### src/sv/rgbpnp_pkg.sv
// ----------------------------------------------------------------------------
// rgbpnp_pkg
// Shared types, palette tables and frame constants for the palette packer.
// ----------------------------------------------------------------------------
package rgbpnp_pkg;

	localparam int FRAME_WIDTH  = 1200;
	localparam int FRAME_HEIGHT = 1600;
	localparam int FRAME_PIXELS = FRAME_WIDTH * FRAME_HEIGHT;
	localparam int POS_W        = $clog2(FRAME_PIXELS + 1);
	localparam int IDX_W        = 20;
	localparam int NUM_COLOURS  = 6;
	localparam int DIST_W       = 18;

	typedef logic [3:0] code_t;

	typedef struct packed {
		logic [7:0] r;
		logic [7:0] g;
		logic [7:0] b;
		code_t      code;
	} pal_entry_t;

	localparam pal_entry_t IDEAL_PAL [NUM_COLOURS] = '{
		'{r: 8'd0,   g: 8'd0,   b: 8'd0,   code: 4'h0},
		'{r: 8'd255, g: 8'd255, b: 8'd255, code: 4'h1},
		'{r: 8'd255, g: 8'd255, b: 8'd0,   code: 4'h2},
		'{r: 8'd255, g: 8'd0,   b: 8'd0,   code: 4'h3},
		'{r: 8'd0,   g: 8'd0,   b: 8'd255, code: 4'h5},
		'{r: 8'd0,   g: 8'd255, b: 8'd0,   code: 4'h6}
	};

	localparam pal_entry_t MEASURED_PAL [NUM_COLOURS] = '{
		'{r: 8'd2,   g: 8'd2,   b: 8'd2,   code: 4'h0},
		'{r: 8'd190, g: 8'd200, b: 8'd200, code: 4'h1},
		'{r: 8'd205, g: 8'd202, b: 8'd0,   code: 4'h2},
		'{r: 8'd135, g: 8'd19,  b: 8'd0,   code: 4'h3},
		'{r: 8'd5,   g: 8'd64,  b: 8'd158, code: 4'h5},
		'{r: 8'd39,  g: 8'd102, b: 8'd60,  code: 4'h6}
	};

	localparam code_t DEFAULT_CODE = 4'h1;

	function automatic logic [15:0] sq_diff(input logic [7:0] a, input logic [7:0] b);
		logic [7:0] d;
		d = (a > b) ? (a - b) : (b - a);
		return {8'h00, d} * {8'h00, d};
	endfunction

endpackage

### src/sv/rgbpnp_quant.sv
// ----------------------------------------------------------------------------
// rgbpnp_quant
// Maps one pixel to a panel colour code: exact ideal match, else nearest
// measured colour by squared distance, first entry winning ties.
// ----------------------------------------------------------------------------
module rgbpnp_quant (
	input  logic [7:0]           r,
	input  logic [7:0]           g,
	input  logic [7:0]           b,
	output rgbpnp_pkg::code_t    code
);

	logic [rgbpnp_pkg::DIST_W-1:0] sq_dist [rgbpnp_pkg::NUM_COLOURS];

	always_comb begin
		for (int i = 0; i < rgbpnp_pkg::NUM_COLOURS; i++) begin
			sq_dist[i] = rgbpnp_pkg::DIST_W'(rgbpnp_pkg::sq_diff(r, rgbpnp_pkg::MEASURED_PAL[i].r))
				+ rgbpnp_pkg::DIST_W'(rgbpnp_pkg::sq_diff(g, rgbpnp_pkg::MEASURED_PAL[i].g))
				+ rgbpnp_pkg::DIST_W'(rgbpnp_pkg::sq_diff(b, rgbpnp_pkg::MEASURED_PAL[i].b));
		end
	end

	always_comb begin
		logic                          match;
		rgbpnp_pkg::code_t             match_code;
		logic [rgbpnp_pkg::DIST_W-1:0] best_dist;
		rgbpnp_pkg::code_t             best_code;
		match      = 1'b0;
		match_code = rgbpnp_pkg::DEFAULT_CODE;
		// walk down so the lowest matching entry wins
		for (int i = rgbpnp_pkg::NUM_COLOURS - 1; i >= 0; i--) begin
			if (r == rgbpnp_pkg::IDEAL_PAL[i].r && g == rgbpnp_pkg::IDEAL_PAL[i].g &&
				b == rgbpnp_pkg::IDEAL_PAL[i].b) begin
				match      = 1'b1;
				match_code = rgbpnp_pkg::IDEAL_PAL[i].code;
			end
		end
		// all-ones exceeds any real distance, so entry zero always seeds the search
		best_dist = '1;
		best_code = rgbpnp_pkg::DEFAULT_CODE;
		for (int i = 0; i < rgbpnp_pkg::NUM_COLOURS; i++) begin
			if (sq_dist[i] < best_dist) begin
				best_dist = sq_dist[i];
				best_code = rgbpnp_pkg::MEASURED_PAL[i].code;
			end
		end
		code = match ? match_code : best_code;
	end

endmodule

### src/sv/rgb_to_palette_nibble_packer.sv
// ----------------------------------------------------------------------------
// rgb_to_palette_nibble_packer
// Quantizes 24-bit pixels to 4-bit panel codes and packs two codes per byte.
// ----------------------------------------------------------------------------
//  channel | signals                                  | dir | handshake
//  --------+------------------------------------------+-----+-------------------
//  pixel   | red, green, blue, frame_end              | in  | in_valid / in_stall
//  byte    | packed_byte, byte_index, frame_done      | out | out_valid / out_stall
//  config  | cfg_write, cfg_data (swap_red_blue)      | in  | write enable only
//
//  one pixel per cycle while out_stall is low; a pixel lands in the input
//  register when it is accepted, and any byte it emits lands in the result
//  register once that is free; the quantizer and packing logic sit between
//  the two registers; arst_n clears valids, the pending nibble, the pixel
//  counter and the swap bit; out_stall holds the result register and backs up into in_stall
// ----------------------------------------------------------------------------
module rgb_to_palette_nibble_packer (
	input  logic                        clk,
	input  logic                        arst_n,
	input  logic                        cfg_write,
	input  logic                        cfg_data,
	input  logic                        in_valid,
	output logic                        in_stall,
	input  logic [7:0]                  red,
	input  logic [7:0]                  green,
	input  logic [7:0]                  blue,
	input  logic                        frame_end,
	output logic                        out_valid,
	input  logic                        out_stall,
	output logic [7:0]                  packed_byte,
	output logic [rgbpnp_pkg::IDX_W-1:0] byte_index,
	output logic                        frame_done
);

	localparam logic [rgbpnp_pkg::POS_W-1:0] FRAME_PIXELS_C =
		rgbpnp_pkg::POS_W'(rgbpnp_pkg::FRAME_PIXELS);

	logic                          swap_q;
	logic                          valid_s1;
	logic [7:0]                    red_s1;
	logic [7:0]                    green_s1;
	logic [7:0]                    blue_s1;
	logic                          last_s1;
	logic [rgbpnp_pkg::POS_W-1:0]  pos_q;
	rgbpnp_pkg::code_t             pend_q;

	logic                          out_free;
	logic                          advance;
	logic [7:0]                    qr;
	logic [7:0]                    qb;
	rgbpnp_pkg::code_t             code;

	logic                          emit;
	logic [7:0]                    byte_d;
	logic                          done_d;
	logic [rgbpnp_pkg::POS_W-1:0]  pos_d;
	rgbpnp_pkg::code_t             pend_d;

	assign out_free = !out_valid || !out_stall;
	assign advance  = valid_s1 && out_free;
	assign in_stall = valid_s1 && !out_free;

	assign qr = swap_q ? blue_s1 : red_s1;
	assign qb = swap_q ? red_s1 : blue_s1;

	rgbpnp_quant u_quant (
		.r    (qr),
		.g    (green_s1),
		.b    (qb),
		.code (code)
	);

	always_comb begin
		emit   = 1'b0;
		byte_d = {code, 4'h0};
		done_d = 1'b1;
		pos_d  = pos_q;
		pend_d = pend_q;
		if (pos_q >= FRAME_PIXELS_C) begin
			// frame full: drop pixels, a frame end still restarts the frame
			if (last_s1) begin
				emit   = pos_q[0];
				byte_d = {pend_q, 4'h0};
				pos_d  = '0;
				pend_d = '0;
			end
		end else if (!pos_q[0]) begin
			if (last_s1) begin
				emit   = 1'b1;
				pos_d  = '0;
				pend_d = '0;
			end else begin
				pend_d = code;
				pos_d  = pos_q + 1'b1;
			end
		end else begin
			emit   = 1'b1;
			byte_d = {pend_q, code};
			done_d = last_s1;
			if (last_s1) begin
				pos_d  = '0;
				pend_d = '0;
			end else begin
				pos_d  = pos_q + 1'b1;
			end
		end
	end

	always_ff @(posedge clk or negedge arst_n) begin
		if (!arst_n) begin
			swap_q <= 1'b0;
		end else if (cfg_write) begin
			swap_q <= cfg_data;
		end
	end

	always_ff @(posedge clk or negedge arst_n) begin
		if (!arst_n) begin
			valid_s1 <= 1'b0;
		end else if (!in_stall) begin
			valid_s1 <= in_valid;
		end
	end

	always_ff @(posedge clk) begin
		if (in_valid && !in_stall) begin
			red_s1   <= red;
			green_s1 <= green;
			blue_s1  <= blue;
			last_s1  <= frame_end;
		end
	end

	always_ff @(posedge clk or negedge arst_n) begin
		if (!arst_n) begin
			pos_q  <= '0;
			pend_q <= '0;
		end else if (advance) begin
			pos_q  <= pos_d;
			pend_q <= pend_d;
		end
	end

	always_ff @(posedge clk or negedge arst_n) begin
		if (!arst_n) begin
			out_valid <= 1'b0;
		end else if (advance) begin
			out_valid <= emit;
		end else if (!out_stall) begin
			out_valid <= 1'b0;
		end
	end

	always_ff @(posedge clk) begin
		if (advance && emit) begin
			packed_byte <= byte_d;
			byte_index  <= rgbpnp_pkg::IDX_W'(pos_q >> 1);
			frame_done  <= done_d;
		end
	end

endmodule

### config.mk
export PLATFORM = sky130hd
export DESIGN_NAME = rgb_to_palette_nibble_packer
export DESIGN_NICKNAME = d
export VERILOG_FILES = /design/src/sv/rgbpnp_pkg.sv /design/src/sv/rgbpnp_quant.sv /design/src/sv/rgb_to_palette_nibble_packer.sv
export SDC_FILE = /design/constraint.sdc
export NUM_CORES = 2
export LEC_CHECK = 0
export ABC_AREA = 0
export BUFFER_PORTS_ARGS = -buffer_cell sky130_fd_sc_hd__buf_2
export CAP_MARGIN = 20
export CORE_AREA = 2 2 255 257
export CTS_CLUSTER_DIAMETER = 60
export DETAILED_ROUTE_END_ITERATION = 16
export DIE_AREA = 0 0 257 259
export PLACE_DENSITY = 0.92
export SYNTH_ARGS = -nofsm -noshare
export SYNTH_HDL_FRONTEND = slang
export SYNTH_SLANG_ARGS = --single-unit
### constraint.sdc
create_clock -name clk -period 38.5 [get_ports clk]
set_input_delay 5.775 -clock clk [delete_from_list [all_inputs] [get_ports clk]]
set_output_delay 5.775 -clock clk [all_outputs]
set_load 0.03 [all_outputs]
== Yosys cells after proc, flatten, opt, wreduce, memory -nomap -nowiden ==
Cells that the tools add are included.

* Register bits: 82
* Bits in latches: 0
* Bits in writable memories: 0
* ROM bits: 0
* Bits of input ports: 31
* Output and inout bits: 31
* Word-level logic and storage cells: 188
* Memories: 0

* $add $sub $neg: 46
* $mul: 17
* Div/mod/pow operators: 0
* Order comparisons: 24
* Equal/unequal tests: 5
* Shifts and indexed selects: 0
* Mux-type cells: 59
* Bitwise operators: 1
* Reductions and logical operators: 24

{| class="wikitable"
|+ Operators by type and width
! cell !! count
|-
| multiplier 8 x 8 -> 16 bit || 17
|-
| 2-to-1 mux 8 bit || 22
|-
| adder 18 x 16 -> 18 bit || 6
|-
| adder 16 x 16 -> 17 bit || 6
|-
| < comparator 18 bit || 5
|-
| 2-to-1 mux 18 bit || 5
|-
| 2-to-1 mux 21 bit || 3
|-
| greater-than comparator 8 bit (second input constant) || 7
|-
| subtractor 8 bit (first input constant) || 7
|-
| subtractor 8 bit (second input constant) || 7
|-
| 2-to-1 mux 3 bit || 9
|-
| == test 8 bit (second input constant) || 3
|-
| greater-than comparator 8 x 2 -> 1 bit (second input constant) || 3
|-
| logical NOT 8 bit || 3
|-
| subtractor 2 x 8 -> 8 bit (first input constant) || 3
|-
| subtractor 8 x 2 -> 8 bit (second input constant) || 3
|-
| adder 21 x 1 -> 21 bit (second input constant) || 1
|-
| >= comparator 21 bit (second input constant) || 1
|-
| < comparator 18 bit (second input constant) || 1
|-
| greater-than comparator 8 x 6 -> 1 bit (second input constant) || 2
|-
| greater-than comparator 8 x 7 -> 1 bit (second input constant) || 2
|-
| 2-to-1 mux 4 bit || 4
|-
| subtractor 6 x 8 -> 8 bit (first input constant) || 2
|-
| subtractor 7 x 8 -> 8 bit (first input constant) || 2
|-
| other kinds (20) || 52
|}

== Depth between registers and ports, before layout ==
* Depth after elaboration: 22
* Depth in mapped cells: 98

== Hierarchy ==
Synthesis repeated with hierarchy kept, for this count alone.

* Cell total of the unflattened synthesis: 4522
* Area, all modules: 40060.9 µm²

{| class="wikitable"
|+ Modules (own cells, without submodules)
! module !! instances !! cells each !! area each (µm²)
|-
| rgbpnp_quant || 1 || 4263 || 36548.8
|-
| rgb_to_palette_nibble_packer || 1 || 259 || 3512.1
|}

== Worst setup path before layout ==
Ideal clock, no wire load.

* Kind: reg2reg
* Start: register swap_q
* End: register packed_byte[5] (data pin)
* Library setup time: 0.264 ns
* Arrival time: 19.369 ns
* Required time: 38.236 ns
* Slack: 18.866 ns
* Stages on the path, launching flop included: 90
* Cell sequence: dfrtp_1 > buf_6 > buf_6 > mux2_4 > clkbuf_1 > buf_1 > inv_1 > ha_1 > a21oi_1 > a2111oi_2 > and2_1 > xnor2_1 > nor2_1 > inv_1 > fa_1 > fa_1 > fa_1 > inv_1 > [... 54 more ...] > or2_2 > nor3_1 > a221oi_1 > o31a_1 > o21ai_0 > o21bai_1 > buf_2 > buf_2 > o22ai_1 > ha_1 > and4_1 > nand3_1 > or3_1 > a32oi_1 > a2111oi_2 > a211o_1 > a21oi_1 > o21ai_0

* Cells in the longest elaborated chain, start to end: 21

{| class="wikitable"
|+ Ends and longest elaborated chain
! what !! RTL line !! RTL
|-
| start: declaration || rgb_to_palette_nibble_packer.sv:38 || <nowiki>logic swap_q;</nowiki>
|-
| start signal: assignment || rgb_to_palette_nibble_packer.sv:113 || <nowiki>swap_q <= cfg_data;</nowiki>
|-
| 2-to-1 mux 8 bit || rgb_to_palette_nibble_packer.sv:63 || <nowiki>assign qr = swap_q ? blue_s1 : red_s1;</nowiki>
|-
| subtractor 2 x 8 -> 8 bit (tied with other cells) || rgbpnp_pkg.sv:46 || <nowiki>d = (a > b) ? (a - b) : (b - a);</nowiki>
|-
| 2-to-1 mux 8 bit || rgbpnp_pkg.sv:46 ||
|-
| multiplier 8 x 8 -> 16 bit || rgbpnp_pkg.sv:47 || <nowiki>return {8'h00, d} * {8'h00, d};</nowiki>
|-
| adder 16 x 16 -> 17 bit || rgbpnp_quant.sv:18 || <nowiki>+ rgbpnp_pkg::DIST_W'(rgbpnp_pkg::sq_diff(g, rgbpnp_pkg::MEASURED_PAL[i].g))</nowiki>
|-
| adder 18 x 16 -> 18 bit || rgbpnp_quant.sv:19 || <nowiki>+ rgbpnp_pkg::DIST_W'(rgbpnp_pkg::sq_diff(b, rgbpnp_pkg::MEASURED_PAL[i].b));</nowiki>
|-
| < comparator 18 bit || rgbpnp_quant.sv:42 || <nowiki>if (sq_dist[i] < best_dist) begin</nowiki>
|-
| 2-to-1 mux 18 bit || rgbpnp_quant.sv:42 ||
|-
| [... 6 more ...] || n/a ||
|-
| < comparator 18 bit || rgbpnp_quant.sv:42 ||
|-
| 2-to-1 mux 18 bit || rgbpnp_quant.sv:42 ||
|-
| < comparator 18 bit || rgbpnp_quant.sv:42 ||
|-
| 2-to-1 mux 3 bit || rgbpnp_quant.sv:42 ||
|-
| 2-to-1 mux 3 bit * || rgbpnp_quant.sv:47 || <nowiki>code = match ? match_code : best_code;</nowiki>
|-
| 2-to-1 mux 8 bit (on tied branches) || rgb_to_palette_nibble_packer.sv:87, rgb_to_palette_nibble_packer.sv:81 ||
|-
| 2-to-1 mux 8 bit * || rgb_to_palette_nibble_packer.sv:79 || <nowiki>if (pos_q >= FRAME_PIXELS_C) begin</nowiki>
|-
| named net byte_d[5] || rgb_to_palette_nibble_packer.sv:54 || <nowiki>logic [7:0] byte_d;</nowiki>
|-
| end signal: assignment || rgb_to_palette_nibble_packer.sv:156 || <nowiki>packed_byte <= byte_d;</nowiki>
|-
| end: declaration || rgb_to_palette_nibble_packer.sv:30 || <nowiki>output logic [7:0] packed_byte,</nowiki>
|}

Mark *: on every way through the listed nets, which the timed path passes. The rest lies on a longest branch.
A chain may end at the register's enable or synchronous reset.

== Final worst setup path ==
* Start: register swap_q
* End: register pend_q[2]

* Cells in the longest elaborated chain, start to end: 22

{| class="wikitable"
|+ Ends and longest elaborated chain
! what !! RTL line !! RTL
|-
| 2-to-1 mux 8 bit || rgb_to_palette_nibble_packer.sv:63 ||
|-
| subtractor 2 x 8 -> 8 bit (tied with other cells) || rgbpnp_pkg.sv:46 ||
|-
| 2-to-1 mux 8 bit || rgbpnp_pkg.sv:46 ||
|-
| multiplier 8 x 8 -> 16 bit || rgbpnp_pkg.sv:47 ||
|-
| adder 16 x 16 -> 17 bit || rgbpnp_quant.sv:18 ||
|-
| adder 18 x 16 -> 18 bit || rgbpnp_quant.sv:19 ||
|-
| < comparator 18 bit || rgbpnp_quant.sv:42 ||
|-
| 2-to-1 mux 18 bit || rgbpnp_quant.sv:42 ||
|-
| [... 6 more ...] || n/a ||
|-
| < comparator 18 bit || rgbpnp_quant.sv:42 ||
|-
| 2-to-1 mux 18 bit || rgbpnp_quant.sv:42 ||
|-
| < comparator 18 bit || rgbpnp_quant.sv:42 ||
|-
| 2-to-1 mux 3 bit || rgbpnp_quant.sv:42 ||
|-
| 2-to-1 mux 3 bit * || rgbpnp_quant.sv:47 ||
|-
| 2-to-1 mux 4 bit * || rgb_to_palette_nibble_packer.sv:88 || <nowiki>if (last_s1) begin</nowiki>
|-
| 2-to-1 mux 4 bit * || rgb_to_palette_nibble_packer.sv:87 || <nowiki>end else if (!pos_q[0]) begin</nowiki>
|-
| 2-to-1 mux 4 bit * || rgb_to_palette_nibble_packer.sv:79 ||
|-
| end signal: assignment || rgb_to_palette_nibble_packer.sv:140 || <nowiki>pend_q <= pend_d;</nowiki>
|-
| end: declaration || rgb_to_palette_nibble_packer.sv:45 || <nowiki>rgbpnp_pkg::code_t pend_q;</nowiki>
|}

Every way passes the cells marked *; elsewhere a longest branch is shown, timed or not.

==> impl_metrics.json <==
{
  "cts_inserted_buffers": 9,
  "final_common_cell": "inv_1",
  "drtIter0Drc": 2928,
  "fin_util": 0.677,
  "worstMarginPinSlew_ns": 1.08,
  "wl_met2_um": 54600,
  "io_pins": 62,
  "cts_resized": 0,
  "syn2layout_area_growth_pct": 3.91,
  "timing.rr.start": "swap_q",
  "final.setup.tns_ns": 0,
  "ys_seq_area_frac": 0.0551,
  "nets": 6173,
  "vias": 34314,
  "dr.pass1.iters": 6,
  "critical_path_class": "reg2reg",
  "slowest_delay_ns": 0.99,
  "die_h_um": 259,
  "clk_pin_slew_worst_paths_ns": 0.09,
  "ys.flop_type": "edfxtp_1",
  "topRoutingLayerUsed": "met4",
  "crit_fanout": 40,
  "hold_start": "pos_q[20]",
  "antenna_left": 0,
  "first_global_vias": 36126,
  "cts_sinks": 81,
  "remaining_drc_errors": 0,
  "status": "finished clean",
  "layout-drive-gt1-share": 0.0581,
  "cp_slowest_cell": "dfrtp_2",
  "dp_hpwl_um": 97200,
  "rsz0062_at_grt": "false",
  "grt_max_degree": 41,
  "n_antenna_cell": 0,
  "gp_congestion": 1.00,
  "cp_common_cell": "inv_1",
  "cts_buffer_depth": 2,
  "start_util": 0.651,
  "ctsHoldBuffers": 0,
  "max_cap_viol_count": 0,
  "post-cts-setup-buffers": 0,
  "met3WireLength_um": 10400,
  "ys_warn_count": 0,
  "insertion_delay_ns": 0.39,
  "core-area_sq_mm": 0.0639,
  "wl_met1_um": 42300,
  "n_fill_cell": 4662,
  "wirelength_um": 115000,
  "ys_types": 111,
  "route.detailed.wl_per_inst_um": 20.2,
  "async_reset_ff_frac": 0.346,
  "cp.arrival_ns": 23.07,
  "worstHoldPathCells": 0,
  "crit_required_ns": 38.74,
  "r2r_cells": 81,
  "die_w_um": 257,
  "fin_worst_skew_ns": 0.0240,
  "critPathLaunchType": "flop",
  "synth_area_sq_mm": 0.0416,
  "num_rows": 93,
  "min_to": "byte_index[19]",
  "hold_viol_final": 0,
  "die_area_sq_mm": 0.0666,
  "root_buffer": "clkbuf_16",
  "cts_tree": "yes",
  "cts.htree.levels": 3,
  "setup_viol": 0,
  "fin_crit_sh": 0.593,
  "grt_use_total": 0.349,
  "end_kind": "flop",
  "finalCriticalPeriod_ns": 22.83,
  "grt_antenna_before_repair": 0,
  "relSlewSlack": 0.277,
  "synth.avg_cell_area_sq_um": 8.66,
  "reg2reg_slack_ns": 15.67,
  "io_buffers": 60,
  "synthCells": 4802,
  "gr-total-overflow": 0,
  "hp-class": "reg2reg",
  "fmax_mhz": 43.8,
  "rr_endpoint": "pend_q[2]",
  "final_cell_mix": "1029 x inv_1, 669 x ha_1, 639 x fa_1",
  "vias_per_cell": 6.03,
  "maxSlewViolCount": 0,
  "synth_seq_cells": 81,
  "grt_pass1_wl_um": 183000,
  "synth-edff-count": 53
}
[cell type report]
type / instances / area, sq um / area share
Clock inverter: 7 / 81.3 / 0.00188
Clock buffer: 9 / 225 / 0.00521
Sequential cell: 81 / 2290 / 0.0531
Timing Repair Buffer: 103 / 627 / 0.0145
Tap cell: 855 / 1070 / 0.0247
Inverter: 1055 / 3960 / 0.0917
Multi-Input combinational cell: 3584 / 35000 / 0.809
[flip-flops by register name (all words and copies together), names as in the netlist]
name and flops:
green_s1 8, out_valid 1, pend_q 4, blue_s1 8, valid_s1 1, frame_done 1, byte_index 20, packed_byte 7
red_s1 8, pos_q 21, swap_q 1, last_s1 1
[critical path: cells and delay by family, from the launching register on]
family,cells,cell delay [ns]
buf+inv,13,1.30
fa+ha+maj,18,7.13
simple gates,11,3.40
xor+xnor,2,0.39
flops,1,0.99
mux,3,1.43
compound gates,34,7.93
[per-layer routing]
| metal | track usage | vias up |
|---|---|---|
| met2 | 0.586 | 1673 |
| met3 | 0.0636 | 464 |
| met4 | 0.208 | 0 |
| met1 | 0.420 | 16758 |
| met5 | 0 | - |
| li1 | - | 15419 |
[metrics by stage]
step	std cells	hold slack, ns	setup slack (ns)	instance area (sq um)
floorplan	4803	0.439	18.87	41600
finish	5694	0.487	15.67	43200
CTS	5693	0.488	15.80	43200
detailed placement	5677	0.462	15.94	42900
global placement	5677	0.453	16.62	42900
global route	5694	0.511	14.27	43200
[kinds of logic (layout without fill, tap and decap cells)]
logic type | Yosys count | after routing | share of synthesized area
AO/OA/AOI/OAI | 681 | 681 | 0.109
XOR/XNOR | 308 | 308 | 0.0682
adder cells (fa/ha/maj) | 1309 | 1309 | 0.509
buffers and inverters | 1138 | 1174 | 0.105
flip-flops | 81 | 81 | 0.0551
multiplexers | 90 | 90 | 0.0244
other | 2 | 3 | 0.000181
AND/OR/NAND/NOR | 1193 | 1193 | 0.129
[synthesized netlist by cell type, drive strengths merged, types with 6 or more instances]
cell type,count,area [sq um]
a211oi,25,188
a21boi,18,139
a21o,82,616
a21oi,198,1040
a221oi,11,96.3
a22oi,6,58.8
a31o,9,78.8
a31oi,23,165
and2,25,156
and3,38,238
buf,38,240
clkbuf,45,169
dfrtp,28,701
edfxtp,53,1590
fa,639,12800
ha,669,8370
inv,1053,3960
mux2,17,206
mux2i,73,808
nand2,308,1160
nand2b,40,253
nand3,59,300
nand3b,7,52.6
nand4,29,188
nor2,522,1980
nor2b,25,156
nor3,64,332
nor4,10,105
o211ai,16,120
o21a,34,255
o21ai,154,797
o21bai,11,82.6
o22ai,8,56.3
o311ai,6,85.1
o31ai,19,158
o41ai,13,121
or2,39,244
or3,9,61.3
xnor2,228,2110
xor2,80,727
[how the worst max path moves through the flow]
stage	end	start	cells after the start	slack (ns)
CTS	packed_byte[5]	swap_q	77	15.80
finish	pend_q[2]	swap_q	81	15.67
global placement	packed_byte[5]	swap_q	77	16.62
detailed placement	packed_byte[5]	swap_q	77	15.94
global route	pend_q[2]	swap_q	80	14.27
floorplan	packed_byte[5]	swap_q	89	18.87
Power is not shown: default switching activity piles up to over one toggle a cycle in this logic, so the estimate is an artifact.
